**src/rtl/record_exchange_sort_by_key_unit_defines.svh**
```systemverilog
// Assertion macros shared by the record exchange sort unit.
`ifndef RECORD_EXCHANGE_SORT_BY_KEY_UNIT_DEFINES_SVH
`define RECORD_EXCHANGE_SORT_BY_KEY_UNIT_DEFINES_SVH

`ifndef NO_ASSERTIONS
// The consequent must hold in the same cycle as the antecedent.
`define RXS_ASSERT_NOW(lbl, clk, rst_n, ante, cons, msg) \
  lbl: assert property (@(posedge clk) disable iff (!rst_n) (ante) |-> (cons)) \
    else $error(msg);
// The consequent must hold in the cycle after the antecedent.
`define RXS_ASSERT_NEXT(lbl, clk, rst_n, ante, cons, msg) \
  lbl: assert property (@(posedge clk) disable iff (!rst_n) (ante) |=> (cons)) \
    else $error(msg);
`else
`define RXS_ASSERT_NOW(lbl, clk, rst_n, ante, cons, msg)
`define RXS_ASSERT_NEXT(lbl, clk, rst_n, ante, cons, msg)
`endif

`endif

```
**src/rtl/rxs_pkg.sv**
```systemverilog
// Types, constants and the control program of the record exchange sort unit.
package rxs_pkg;

  // Default capacity of the record store.
  localparam int MaxRecordsDefault = 32;

  // One input item.
  typedef struct packed {
    logic [15:0] sort_key;
    logic [31:0] payload;
    logic        last_record;
  } in_item_t;

  // One result item.
  typedef struct packed {
    logic [15:0] out_key;
    logic [31:0] out_payload;
    logic        out_last;
    logic        overflow;
  } out_item_t;

  // One stored record.
  typedef struct packed {
    logic [15:0] key;
    logic [31:0] payload;
  } rec_t;

  // Step counter of the sequencer and the addresses of its program.
  localparam int StepW = 3;
  typedef logic [StepW-1:0] step_t;

  localparam step_t StLoad    = 3'd0;
  localparam step_t StRdFirst = 3'd1;
  localparam step_t StLdRow   = 3'd2;
  localparam step_t StCmp     = 3'd3;
  localparam step_t StEmit    = 3'd4;
  localparam step_t StNext    = 3'd5;

  // Branch conditions of a control word.
  typedef enum logic [2:0] {
    CondAlways,
    CondLastIn,
    CondA1End,
    CondB1End,
    CondSlot
  } cond_t;

  // Read address select of the record store.
  typedef enum logic [1:0] {
    RdA,
    RdA1,
    RdB1
  } rd_sel_t;

  // One control word: branch, read select and datapath enables.
  typedef struct packed {
    cond_t   cond;
    step_t   tgt_t;
    step_t   tgt_f;
    rd_sel_t rd_sel;
    logic    take_in;
    logic    ld_row;
    logic    cmp;
    logic    emit;
    logic    advance;
  } ucode_t;

  // Control program. Each step branches to tgt_t when its condition holds,
  // otherwise to tgt_f.
  function automatic ucode_t ucode_rom(input step_t s);
    ucode_t w;
    w = '{cond: CondAlways, tgt_t: StLoad, tgt_f: StLoad, rd_sel: RdA,
          take_in: 1'b0, ld_row: 1'b0, cmp: 1'b0, emit: 1'b0, advance: 1'b0};
    case (s)
      StLoad: begin
        // Take records until one carries the last mark.
        w.cond    = CondLastIn;
        w.tgt_t   = StRdFirst;
        w.tgt_f   = StLoad;
        w.take_in = 1'b1;
      end
      StRdFirst: begin
        // Fetch the record at the first row position.
        w.cond  = CondAlways;
        w.tgt_t = StLdRow;
        w.tgt_f = StLdRow;
      end
      StLdRow: begin
        // Latch the row record and fetch the first later record.
        w.cond   = CondA1End;
        w.tgt_t  = StEmit;
        w.tgt_f  = StCmp;
        w.rd_sel = RdA1;
        w.ld_row = 1'b1;
      end
      StCmp: begin
        // Compare and swap one later record, fetch the next one.
        w.cond   = CondB1End;
        w.tgt_t  = StEmit;
        w.tgt_f  = StCmp;
        w.rd_sel = RdB1;
        w.cmp    = 1'b1;
      end
      StEmit: begin
        // Hand the finished row record to the output register.
        w.cond   = CondSlot;
        w.tgt_t  = StNext;
        w.tgt_f  = StEmit;
        w.rd_sel = RdA1;
        w.emit   = 1'b1;
      end
      StNext: begin
        // Move to the next row, or close the run.
        w.cond    = CondA1End;
        w.tgt_t   = StLoad;
        w.tgt_f   = StLdRow;
        w.rd_sel  = RdA1;
        w.advance = 1'b1;
      end
      default: begin
        w.cond  = CondAlways;
        w.tgt_t = StLoad;
        w.tgt_f = StLoad;
      end
    endcase
    return w;
  endfunction

endpackage

```
**src/rtl/rxs_store.sv**
```systemverilog
// Record store: one write port and one registered read port.
module rxs_store #(
  parameter int Depth = rxs_pkg::MaxRecordsDefault,
  localparam int AddrW = $clog2(Depth)
) (
  input  logic              clk,
  input  logic              wr_en,
  input  logic [AddrW-1:0]  wr_addr,
  input  rxs_pkg::rec_t     wr_data,
  input  logic [AddrW-1:0]  rd_addr,
  output rxs_pkg::rec_t     rd_data
);
  import rxs_pkg::*;

  rec_t mem [Depth];

  // Write port.
  always_ff @(posedge clk) begin
    if (wr_en) begin
      mem[wr_addr] <= wr_data;
    end
  end

  // Registered read port.
  always_ff @(posedge clk) begin
    rd_data <= mem[rd_addr];
  end

endmodule

```
**src/rtl/record_exchange_sort_by_key_unit.sv**
```systemverilog
// Top level of the record exchange sort unit: microcoded sequencer and datapath.
// Records are stored as they are loaded. After the last record, the sequencer sorts
// the set by compare-swap steps on the store's single read port, one compare-swap
// per cycle, and emits one result per row. Synchronous active-low reset empties
// the store and returns the sequencer to loading; no clearing pass is needed.
`include "record_exchange_sort_by_key_unit_defines.svh"

module record_exchange_sort_by_key_unit #(
  parameter int MAX_RECORDS = rxs_pkg::MaxRecordsDefault
) (
  input  logic               clk,
  input  logic               rst_n,
  input  logic               in_valid,
  output logic               in_stall,
  input  rxs_pkg::in_item_t  in_data,
  output logic               out_valid,
  input  logic               out_stall,
  output rxs_pkg::out_item_t out_data
);
  import rxs_pkg::*;

  localparam int CntW  = $clog2(MAX_RECORDS + 1);
  localparam int AddrW = $clog2(MAX_RECORDS);

  typedef logic [CntW-1:0] cnt_t;

  step_t     step_r, step_nxt;
  ucode_t    uc;
  cnt_t      count_r, count_nxt;
  cnt_t      a_r, a_nxt;
  cnt_t      b_r, b_nxt;
  cnt_t      a_inc, b_inc;
  logic      drop_r, drop_nxt;
  rec_t      row_r, row_nxt;
  out_item_t out_r, out_nxt;
  logic      out_valid_r, out_valid_nxt;
  logic      cond_hit, slot, in_acc, full, swap;

  logic             wr_en;
  logic [AddrW-1:0] wr_addr;
  rec_t             wr_data;
  logic [AddrW-1:0] rd_addr;
  rec_t             rd_data;

  // Record store.
  rxs_store #(
    .Depth(MAX_RECORDS)
  ) u_store (
    .clk    (clk),
    .wr_en  (wr_en),
    .wr_addr(wr_addr),
    .wr_data(wr_data),
    .rd_addr(rd_addr),
    .rd_data(rd_data)
  );

  // Control word decode, branch and datapath next values.
  always_comb begin
    uc     = ucode_rom(step_r);
    a_inc  = a_r + cnt_t'(1);
    b_inc  = b_r + cnt_t'(1);
    full   = (count_r == cnt_t'(MAX_RECORDS));
    slot   = !out_valid_r || !out_stall;
    in_acc = uc.take_in && in_valid;
    swap   = uc.cmp && (row_r.key > rd_data.key);

    case (uc.cond)
      CondAlways: cond_hit = 1'b1;
      CondLastIn: cond_hit = in_acc && in_data.last_record;
      CondA1End:  cond_hit = (a_inc == count_r);
      CondB1End:  cond_hit = (b_inc == count_r);
      CondSlot:   cond_hit = slot;
      default:    cond_hit = 1'b1;
    endcase
    step_nxt = cond_hit ? uc.tgt_t : uc.tgt_f;

    case (uc.rd_sel)
      RdA:     rd_addr = a_r[AddrW-1:0];
      RdA1:    rd_addr = a_inc[AddrW-1:0];
      RdB1:    rd_addr = b_inc[AddrW-1:0];
      default: rd_addr = a_r[AddrW-1:0];
    endcase

    count_nxt     = count_r;
    drop_nxt      = drop_r;
    a_nxt         = a_r;
    b_nxt         = b_r;
    row_nxt       = row_r;
    out_nxt       = out_r;
    out_valid_nxt = out_valid_r && out_stall;

    // Loading: store the record while there is room, else note the drop.
    if (in_acc) begin
      if (!full) begin
        count_nxt = count_r + cnt_t'(1);
      end else begin
        drop_nxt = 1'b1;
      end
    end

    // Start of a row: the row record is held in a register.
    if (uc.ld_row) begin
      row_nxt = rd_data;
      b_nxt   = a_inc;
    end

    // Compare-swap: the smaller record moves into the row register.
    if (uc.cmp) begin
      b_nxt = b_inc;
      if (swap) begin
        row_nxt = rd_data;
      end
    end

    // Emit the finished row record.
    if (uc.emit && slot) begin
      out_nxt       = '{row_r.key, row_r.payload, (a_inc == count_r), drop_r};
      out_valid_nxt = 1'b1;
    end

    // Next row, or empty the store at the end of the run.
    if (uc.advance) begin
      if (a_inc == count_r) begin
        count_nxt = '0;
        drop_nxt  = 1'b0;
        a_nxt     = '0;
      end else begin
        a_nxt = a_inc;
      end
    end

    // Store write: a loaded record, or the displaced row record on a swap.
    wr_en   = (in_acc && !full) || swap;
    wr_addr = uc.cmp ? b_r[AddrW-1:0] : count_r[AddrW-1:0];
    wr_data = uc.cmp ? row_r : rec_t'{in_data.sort_key, in_data.payload};
  end

  // Sequencer and control registers.
  always_ff @(posedge clk) begin
    if (!rst_n) begin
      step_r      <= StLoad;
      count_r     <= '0;
      drop_r      <= 1'b0;
      a_r         <= '0;
      b_r         <= '0;
      out_valid_r <= 1'b0;
    end else begin
      step_r      <= step_nxt;
      count_r     <= count_nxt;
      drop_r      <= drop_nxt;
      a_r         <= a_nxt;
      b_r         <= b_nxt;
      out_valid_r <= out_valid_nxt;
    end
  end

  // Payload registers.
  always_ff @(posedge clk) begin
    row_r <= row_nxt;
    out_r <= out_nxt;
  end

  assign in_stall  = !uc.take_in;
  assign out_valid = out_valid_r;
  assign out_data  = out_r;

  // Checks on the sequencer.
  `RXS_ASSERT_NOW(a_cmp_range, clk, rst_n, step_r == StCmp, (b_r > a_r) && (b_r < count_r), "compare index outside the row")
  `RXS_ASSERT_NOW(a_drop_full, clk, rst_n, drop_r, count_r == cnt_t'(MAX_RECORDS), "record dropped while the store had room")
  `RXS_ASSERT_NEXT(a_last_starts, clk, rst_n, (step_r == StLoad) && in_valid && in_data.last_record, step_r == StRdFirst, "last record did not start the sort")

endmodule

```
**config.mk**
```make
export PLATFORM = sky130hd
export DESIGN_NAME = record_exchange_sort_by_key_unit
export DESIGN_NICKNAME = d
export VERILOG_FILES = /design/src/rtl/rxs_pkg.sv /design/src/rtl/rxs_store.sv /design/src/rtl/record_exchange_sort_by_key_unit.sv
export VERILOG_INCLUDE_DIRS = /design/src /design/src/rtl
export SDC_FILE = /design/constraint.sdc
export NUM_CORES = 2
export LEC_CHECK = 0
export BUFFER_PORTS_ARGS = -buffer_cell sky130_fd_sc_hd__buf_4
export CAP_MARGIN = 20
export CORE_MARGIN = 2
export CORE_UTILIZATION = 62
export CTS_CLUSTER_SIZE = 24
export DETAILED_ROUTE_END_ITERATION = 10
export PLACE_DENSITY = 0.79
export SLEW_MARGIN = 10
export SYNTH_ARGS = -nofsm -noshare
export SYNTH_HDL_FRONTEND = slang
export SYNTH_HIERARCHICAL = 1
export SYNTH_SLANG_ARGS = --single-unit
```
**constraint.sdc**
```tcl
create_clock -name clk -period 5.9 [get_ports clk]
set_input_delay 0.885 -clock clk [delete_from_list [all_inputs] [get_ports clk]]
set_output_delay 0.885 -clock clk [all_outputs]
set_load 0.02 [all_outputs]
```
## After elaboration in Yosys (flattened, before gate mapping)

Memories as Yosys holds them, arrays and structs flattened. A register that Yosys moved wholly into a read port is not among the register bits.
Index checks and enable logic that the tools add are counted.

- Add/subtract/negate cells: 3
- Equality and inequality tests: 14
- Order comparisons: 1
- Reductions and logical operators: 15
- Mux-type cells: 29

Operator list:

| kind | number |
|---|---|
| $mux W48 | 4 |
| $pmux W9 S6 | 1 |
| $mux W6 | 7 |
| $add A6 B1 Y6 const B | 3 |
| $gt A16 B16 Y1 | 1 |
| $eq A3 B2 Y1 const B | 4 |
| $eq A6 B6 Y1 | 2 |
| $mux W1 | 12 |
| $pmux W5 S2 | 1 |
| $eq A3 B3 Y1 const B | 3 |
| $eq A3 B1 Y1 const B | 2 |
| $eq A6 B6 Y1 const B | 1 |
| $logic_and A1 B1 Y1 | 6 |
| $mux W5 | 1 |
| $logic_not A1 Y1 | 4 |
| $pmux W1 S4 | 1 |
| $pmux W2 S2 | 1 |
| $logic_not A3 Y1 | 1 |
| $mux W3 | 1 |
| $reduce_or A3 Y1 | 1 |
| $eq A2 B1 Y1 const B | 1 |
| $eq A2 B2 Y1 const B | 1 |
| $logic_or A1 B1 Y1 | 2 |
| $reduce_bool A2 Y1 | 1 |

- Input bits: 53
- Memories kept: 1
- Output and inout port bits: 52
- Register bits after elaboration: 121
- Memory bits (writable): 1536

Memories:

| name | words | bits a word | rd ports | clocked after memory_dff | wr ports | RTL line | text |
|---|---|---|---|---|---|---|---|
| u_store.mem | 32 | 48 | 1 | 1 | 1 | rxs_store.sv:15 | `rec_t mem [Depth];` |

## Longest topological paths before layout

- Depth after elaboration: 7
- Depth in mapped cells: 19

## Cells and area by module

The synthesis kept the hierarchy.

By module, submodules not included:

| module | area an instance (um^2) | cells an instance | instances |
|---|---|---|---|
| rxs_store | 60724.5 | 3364 | 1 |
| record_exchange_sort_by_key_unit | 5694.2 | 472 | 1 |

## Worst setup path before layout

No wires, ideal clock.

- Kind: flip-flop to flip-flop
- From: register step_r[2]
- To: memory u_store/mem[12][0] (netlist name) (enable)
- Clock period less this slack: 4630 ps
- Library setup time: 454 ps
- Path buffers: 4
- Data required time: 5446 ps
- Data arrival time: 4176 ps
- Slack: 1270 ps
- Stages on the path, launching flop included: 12
- Path through: dfxtp_1 -> buf_2 -> inv_1 -> nand2_1 -> nor2_1 -> inv_1 -> clkbuf_1 -> buf_2 -> o21ai_0 -> or3b_2 -> clkbuf_1 -> nor2_1

- Elaborated cells on any way between the ends: 11

RTL lines:

| element | RTL line | text |
|---|---|---|
| start: declaration | record_exchange_sort_by_key_unit.sv:27 | `step_t step_r, step_nxt;` |
| start signal: assignment | record_exchange_sort_by_key_unit.sv:141 | `step_r <= StLoad;` |
| start signal: assignment | record_exchange_sort_by_key_unit.sv:148 | `step_r <= step_nxt;` |
| $eq A3 B2 Y1 | rxs_pkg.sv:74 | `case (s)` |
| $mux W1 | rxs_pkg.sv:74 |  |
| $mux W5 | record_exchange_sort_by_key_unit.sv:134 | `wr_addr = uc.cmp ? b_r[AddrW-1:0] : count_r[AddrW-1:0];` |
| via wr_addr[0] | record_exchange_sort_by_key_unit.sv:40 | `logic [AddrW-1:0] wr_addr;` |
| end: declaration | rxs_store.sv:15 |  |

The timed path passes the listed nets, and every way through them passes these cells.

## Worst setup path after layout

- From: register step_r[2]
- To: register u_store/rd_data[25] (netlist name)

- Word-level cells in the longest chain between the ends: 5
- Elaborated cells on any way between the ends: 9

Ends and longest elaborated chain:

| element | RTL line | text |
|---|---|---|
| $eq A3 B3 Y1 or $eq A3 B2 Y1 (tied branches) | rxs_pkg.sv:74 |  |
| $reduce_or A3 Y1 (no line) | - |  |
| $pmux W2 S2 * | rxs_pkg.sv:74 |  |
| $eq A2 B2 Y1 or $eq A2 B1 Y1 (tied branches) | record_exchange_sort_by_key_unit.sv:77 | `case (uc.rd_sel)` |
| $pmux W5 S2 * | record_exchange_sort_by_key_unit.sv:77 |  |
| via rd_addr[2] | record_exchange_sort_by_key_unit.sv:42 | `logic [AddrW-1:0] rd_addr;` |

The timed path passes the listed nets; every way through them passes the cells marked *.
A chain may end at the register's enable or synchronous reset.

==> results.md <==
* source of the worst register-to-register timing path: step_r[2]$_SDFF_PN0_
* fillers: 6429
* leakage power: 24.05 nW
* nets@finish: 4075
* Die X-Extent: 331.3 um
* endpoint of the most critical register-to-register path: u_store/rd_data[25]$_DFF_P_
* proportion of layout cells with a drive suffix above 1: 14.29%
* Crit. End Element: register
* PostCTS Resize Cnt: 0
* clock share of power: 28.7%
* Seq/Total Area, Yosys: 75.29%
* total wire length: 161400 um
* iteration count of the initial detailed-routing pass: 7
* Highest Clock Rate: 208.7 MHz
* unrepaired setup endpoints after global routing: false
* part of the cycle the worst path needs: 81.21%
* Non-Filler Instances: 5540
* sink count of the clock tree: 1705
* maximum ir drop on the vdd rail: 0.4858 mV
* Global Route Usage Sum: 29.17%
* Inserted Clock Buffers: 162
* share of total power consumed by net switching: 30.40%
* met1 demand-to-capacity share in global routing: 39.60%
* part of the power in combinational logic: 29.8%
* class of the tightest hold or removal check: input pin to register
* synth-to-layout area growth: 12.01%
* Relative slew margins: 17.81%
* launching element type of the critical path: register
* cell depth of the worst flop-to-flop path: 17
* TritonCTS clock tree: done
* cell area after synthesis: 66420 sq um
* clock tree buffer depth: 3
* post-layout utilization of the core: 69.79%
* clock-pin slew on the worst setup and hold paths: 0.06 ns
* Yosys reg bits: 1705
* Initial Utilization: 62.31%
* final weighted congestion in routability-driven placement: 0.8390
* status: finished clean
* Critical Path AT: 5.44 ns
* max capacitance violation total: 0
* antenna viol nets, final: 0
* actual transition at the worst max-transition pin: 1.233 ns
* per-instance average area after synthesis: 17.31 sq um
* count of final setup violators: 0
* overall die height: 331.3 um
* DR DRC count: 0
* Period minus WS final: 4.791 ns
* worst slack after detailed placement: 1.228 ns
* total overflow reported by the global router: 0
* number of global-route vias before repair: 35800
* Final Hold Violating Endpoints: 0
* endpoint with the worst hold slack: out_valid$_SDFF_PN0_
* Worst Setup Path Type: register to register
* Root Buffer Master: sky130_fd_sc_hd__clkbuf_16
* count of different cell masters after synthesis: 50
* core region area: 106600 sq um
* Synth warnings: 6
* number of antenna violations at the first check in global routing: 0
* met3 Use GR: 4.934%
* setup slack of the most critical reg-to-reg path: 1.11 ns
* number of top-level pins: 105
* worst skew pair latency: 0.78 ns
* primary flip-flop cell chosen by synthesis mapping: sky130_fd_sc_hd__edfxtp_1
* number of hold buffers added after cts: 0
* CTS H-tree lvls: 4
* Most Crowded Layer GR: met2
* total negative setup slack: 0 ns
* area of all sequential standard cells: 50010 sq um
* design internal power: 0.02478 W
* power consumption: 0.03560 W
* post-placement cell count: 5238
* Power Dens Cells: 478.6 nW/um^2
* Data required, critical path: 6.55 ns
* Ant. Diodes: 0
* post-detailed-placement half-perimeter wirelength: 79860 um
* start point of the worst hold path: out_stall
* reported net switching power: 0.01082 W
* routed wirelength normalized by instance count: 29.13 um
* buffers inserted during post-CTS setup optimization: 0
* net count of the mapped netlist: 3911
* pin count of the biggest net entering global routing: 89
* global-route wire length before repair: 234700 um
* Detailed Route Iter0 Violations: 4987
* post-layout worst setup margin: 1.109 ns
* routed vias: 36200
* largest fanout on the critical path: 25
* area of the die: 109800 sq um
* Final Skew: 0.03476 ns
* number of flops mapped to enable cells by yosys: 1586
* multi-input logic area: 15220 sq um
* cell count after synthesis: 3836
* DR vias/cell: 6.535
* Slew Limit Fails: 0
* Site Rows: 120
* Worst Hold Depth: 3
* sequential group share of total power: 41.5%
* Port Buffers: 104
* global routing met2 resource utilization: 47.60%
* share of synthesized registers carrying an async set or reset: 0%
-- cell usage after synthesis, drive strengths merged, types with 2 or more instances --
library cell	count	area share (%)
a21o	6	0.068
a21oi	164	1.2
a221oi	2	0.026
a22o	96	1.3
a22oi	148	1.7
a31oi	48	0.45
and2	3	0.028
buf	144	1.7
clkbuf	69	0.40
dfxtp	119	3.6
edfxtp	1586	72
ha	22	0.41
inv	32	0.18
mux2	98	1.8
mux2i	769	12
nand2	166	0.94
nand2b	2	0.019
nand3	158	1.2
nand3b	5	0.057
nand4	4	0.038
nor2	58	0.33
nor2b	6	0.057
nor3	53	0.40
nor4	3	0.028
o2111ai	2	0.026
o211a	2	0.030
o21a	4	0.045
o21ai	17	0.14
o22ai	4	0.038
or3	3	0.028
or3b	3	0.040
xnor2	20	0.26
xor2	10	0.13
-- stage by stage --
step	area, sq um	hold WS (ns)
2_1_floorplan	66420	0.4090
3_3_place_gp	69140	0.4305
3_5_place_dp	69140	0.4360
4_1_cts	74380	0.3589
5_1_grt	74400	0.4163
6_report	74400	0.4082
-- cell type report --
cell class	count	area share [%]
multi-input combinational	1886	20.46
sequential	1705	67.22
timing repair buffer	213	2.755
clock buffer	231	6.113
inverter	32	0.1631
tap	1403	2.360
clock inverter	70	0.9300
-- critical path, stage by stage, from the launching register on --
cell and delay (ns):
sky130_fd_sc_hd__dfxtp_1 0.45, sky130_fd_sc_hd__inv_1 0.13, sky130_fd_sc_hd__nand2_1 0.23, sky130_fd_sc_hd__nor2_1 0.15, sky130_fd_sc_hd__clkinv_2 0.14, sky130_fd_sc_hd__buf_4 0.51
sky130_fd_sc_hd__ha_1 0.37, sky130_fd_sc_hd__nand2_1 0.09, sky130_fd_sc_hd__nor2_1 0.11, sky130_fd_sc_hd__a21oi_1 0.05, sky130_fd_sc_hd__o21ai_0 0.47, sky130_fd_sc_hd__nor2b_4 0.89
sky130_fd_sc_hd__buf_4 0.41, sky130_fd_sc_hd__buf_4 0.20, sky130_fd_sc_hd__a22o_1 0.12, sky130_fd_sc_hd__nor3_1 0.05, sky130_fd_sc_hd__a31oi_1 0.20, sky130_fd_sc_hd__nand3_1 0.09
-- how the worst max path moves through the flow --
stage | startpoint | endpoint | slack [ns]
5_1_grt | step_r[2]$_SDFF_PN0_ | u_store/rd_data[25]$_DFF_P_ | 0.78
3_3_place_gp | step_r[2]$_SDFF_PN0_ | u_store/rd_data[25]$_DFF_P_ | 1.39
4_1_cts | step_r[2]$_SDFF_PN0_ | u_store/rd_data[25]$_DFF_P_ | 1.20
3_5_place_dp | step_r[2]$_SDFF_PN0_ | u_store/rd_data[25]$_DFF_P_ | 1.23
6_report | step_r[2]$_SDFF_PN0_ | u_store/rd_data[25]$_DFF_P_ | 1.11
2_1_floorplan | step_r[2]$_SDFF_PN0_ | u_store/mem[12][0]$_DFFE_PP_ | 1.27
-- registers in the layout, summed over array words and instances (netlist names) --
| name | count |
|---|---|
| drop_r | 1 |
| a_r | 6 |
| u_store/mem | 1536 |
| count_r | 6 |
| out_data | 50 |
| out_valid | 1 |
| row_r | 48 |
| b_r | 6 |
| step_r | 3 |
| u_store/rd_data | 48 |
-- metal layers --
| metal | vias to the layer above | part of all wire, % | wire length (um) |
|---|---|---|---|
| met5 | - | 0 | 0 |
| met3 | 415 | 9.6 | 15550 |
| met1 | 18250 | 38 | 60640 |
| met4 | 0 | 4.1 | 6617 |
| met2 | 2127 | 49 | 78570 |
| li1 | 15410 | - | - |
-- cells in the final DEF, fill, tap and decap left out, drive strengths merged, types with 22 or more instances in the layout --
cell type	count
buf	213
a21oi	164
dfxtp	119
nor2	58
clkinv	52
mux2	98
inv	37
a31oi	48
mux2i	769
nor3	53
nand3	158
ha	22
clkbuf	231
edfxtp	1586
a22oi	148
a22o	96
nand2	166
-- cells by family (layout without fill, tap and decap cells) --
logic type	Yosys count	in the layout	synth area share [%]
xor+xnor	30	30	0.3956
simple gates	469	469	3.204
mux	867	867	13.36
buf+inv	245	546	2.262
flops	1705	1705	75.29
fa+ha+maj	22	22	0.4144
compound gates	498	498	5.067
-- power groups by stage --
stage                     clock (W)  combinational, W  sequential [W]
after floorplan                   0           0.00857          0.0149
after global placement            0            0.0102          0.0150
after detailed placement          0            0.0104          0.0150
after CTS                    0.0103            0.0105          0.0148
after global routing         0.0108            0.0112          0.0148
final                        0.0102            0.0106          0.0148
No activity file was read; power rests on OpenSTA's default activity.
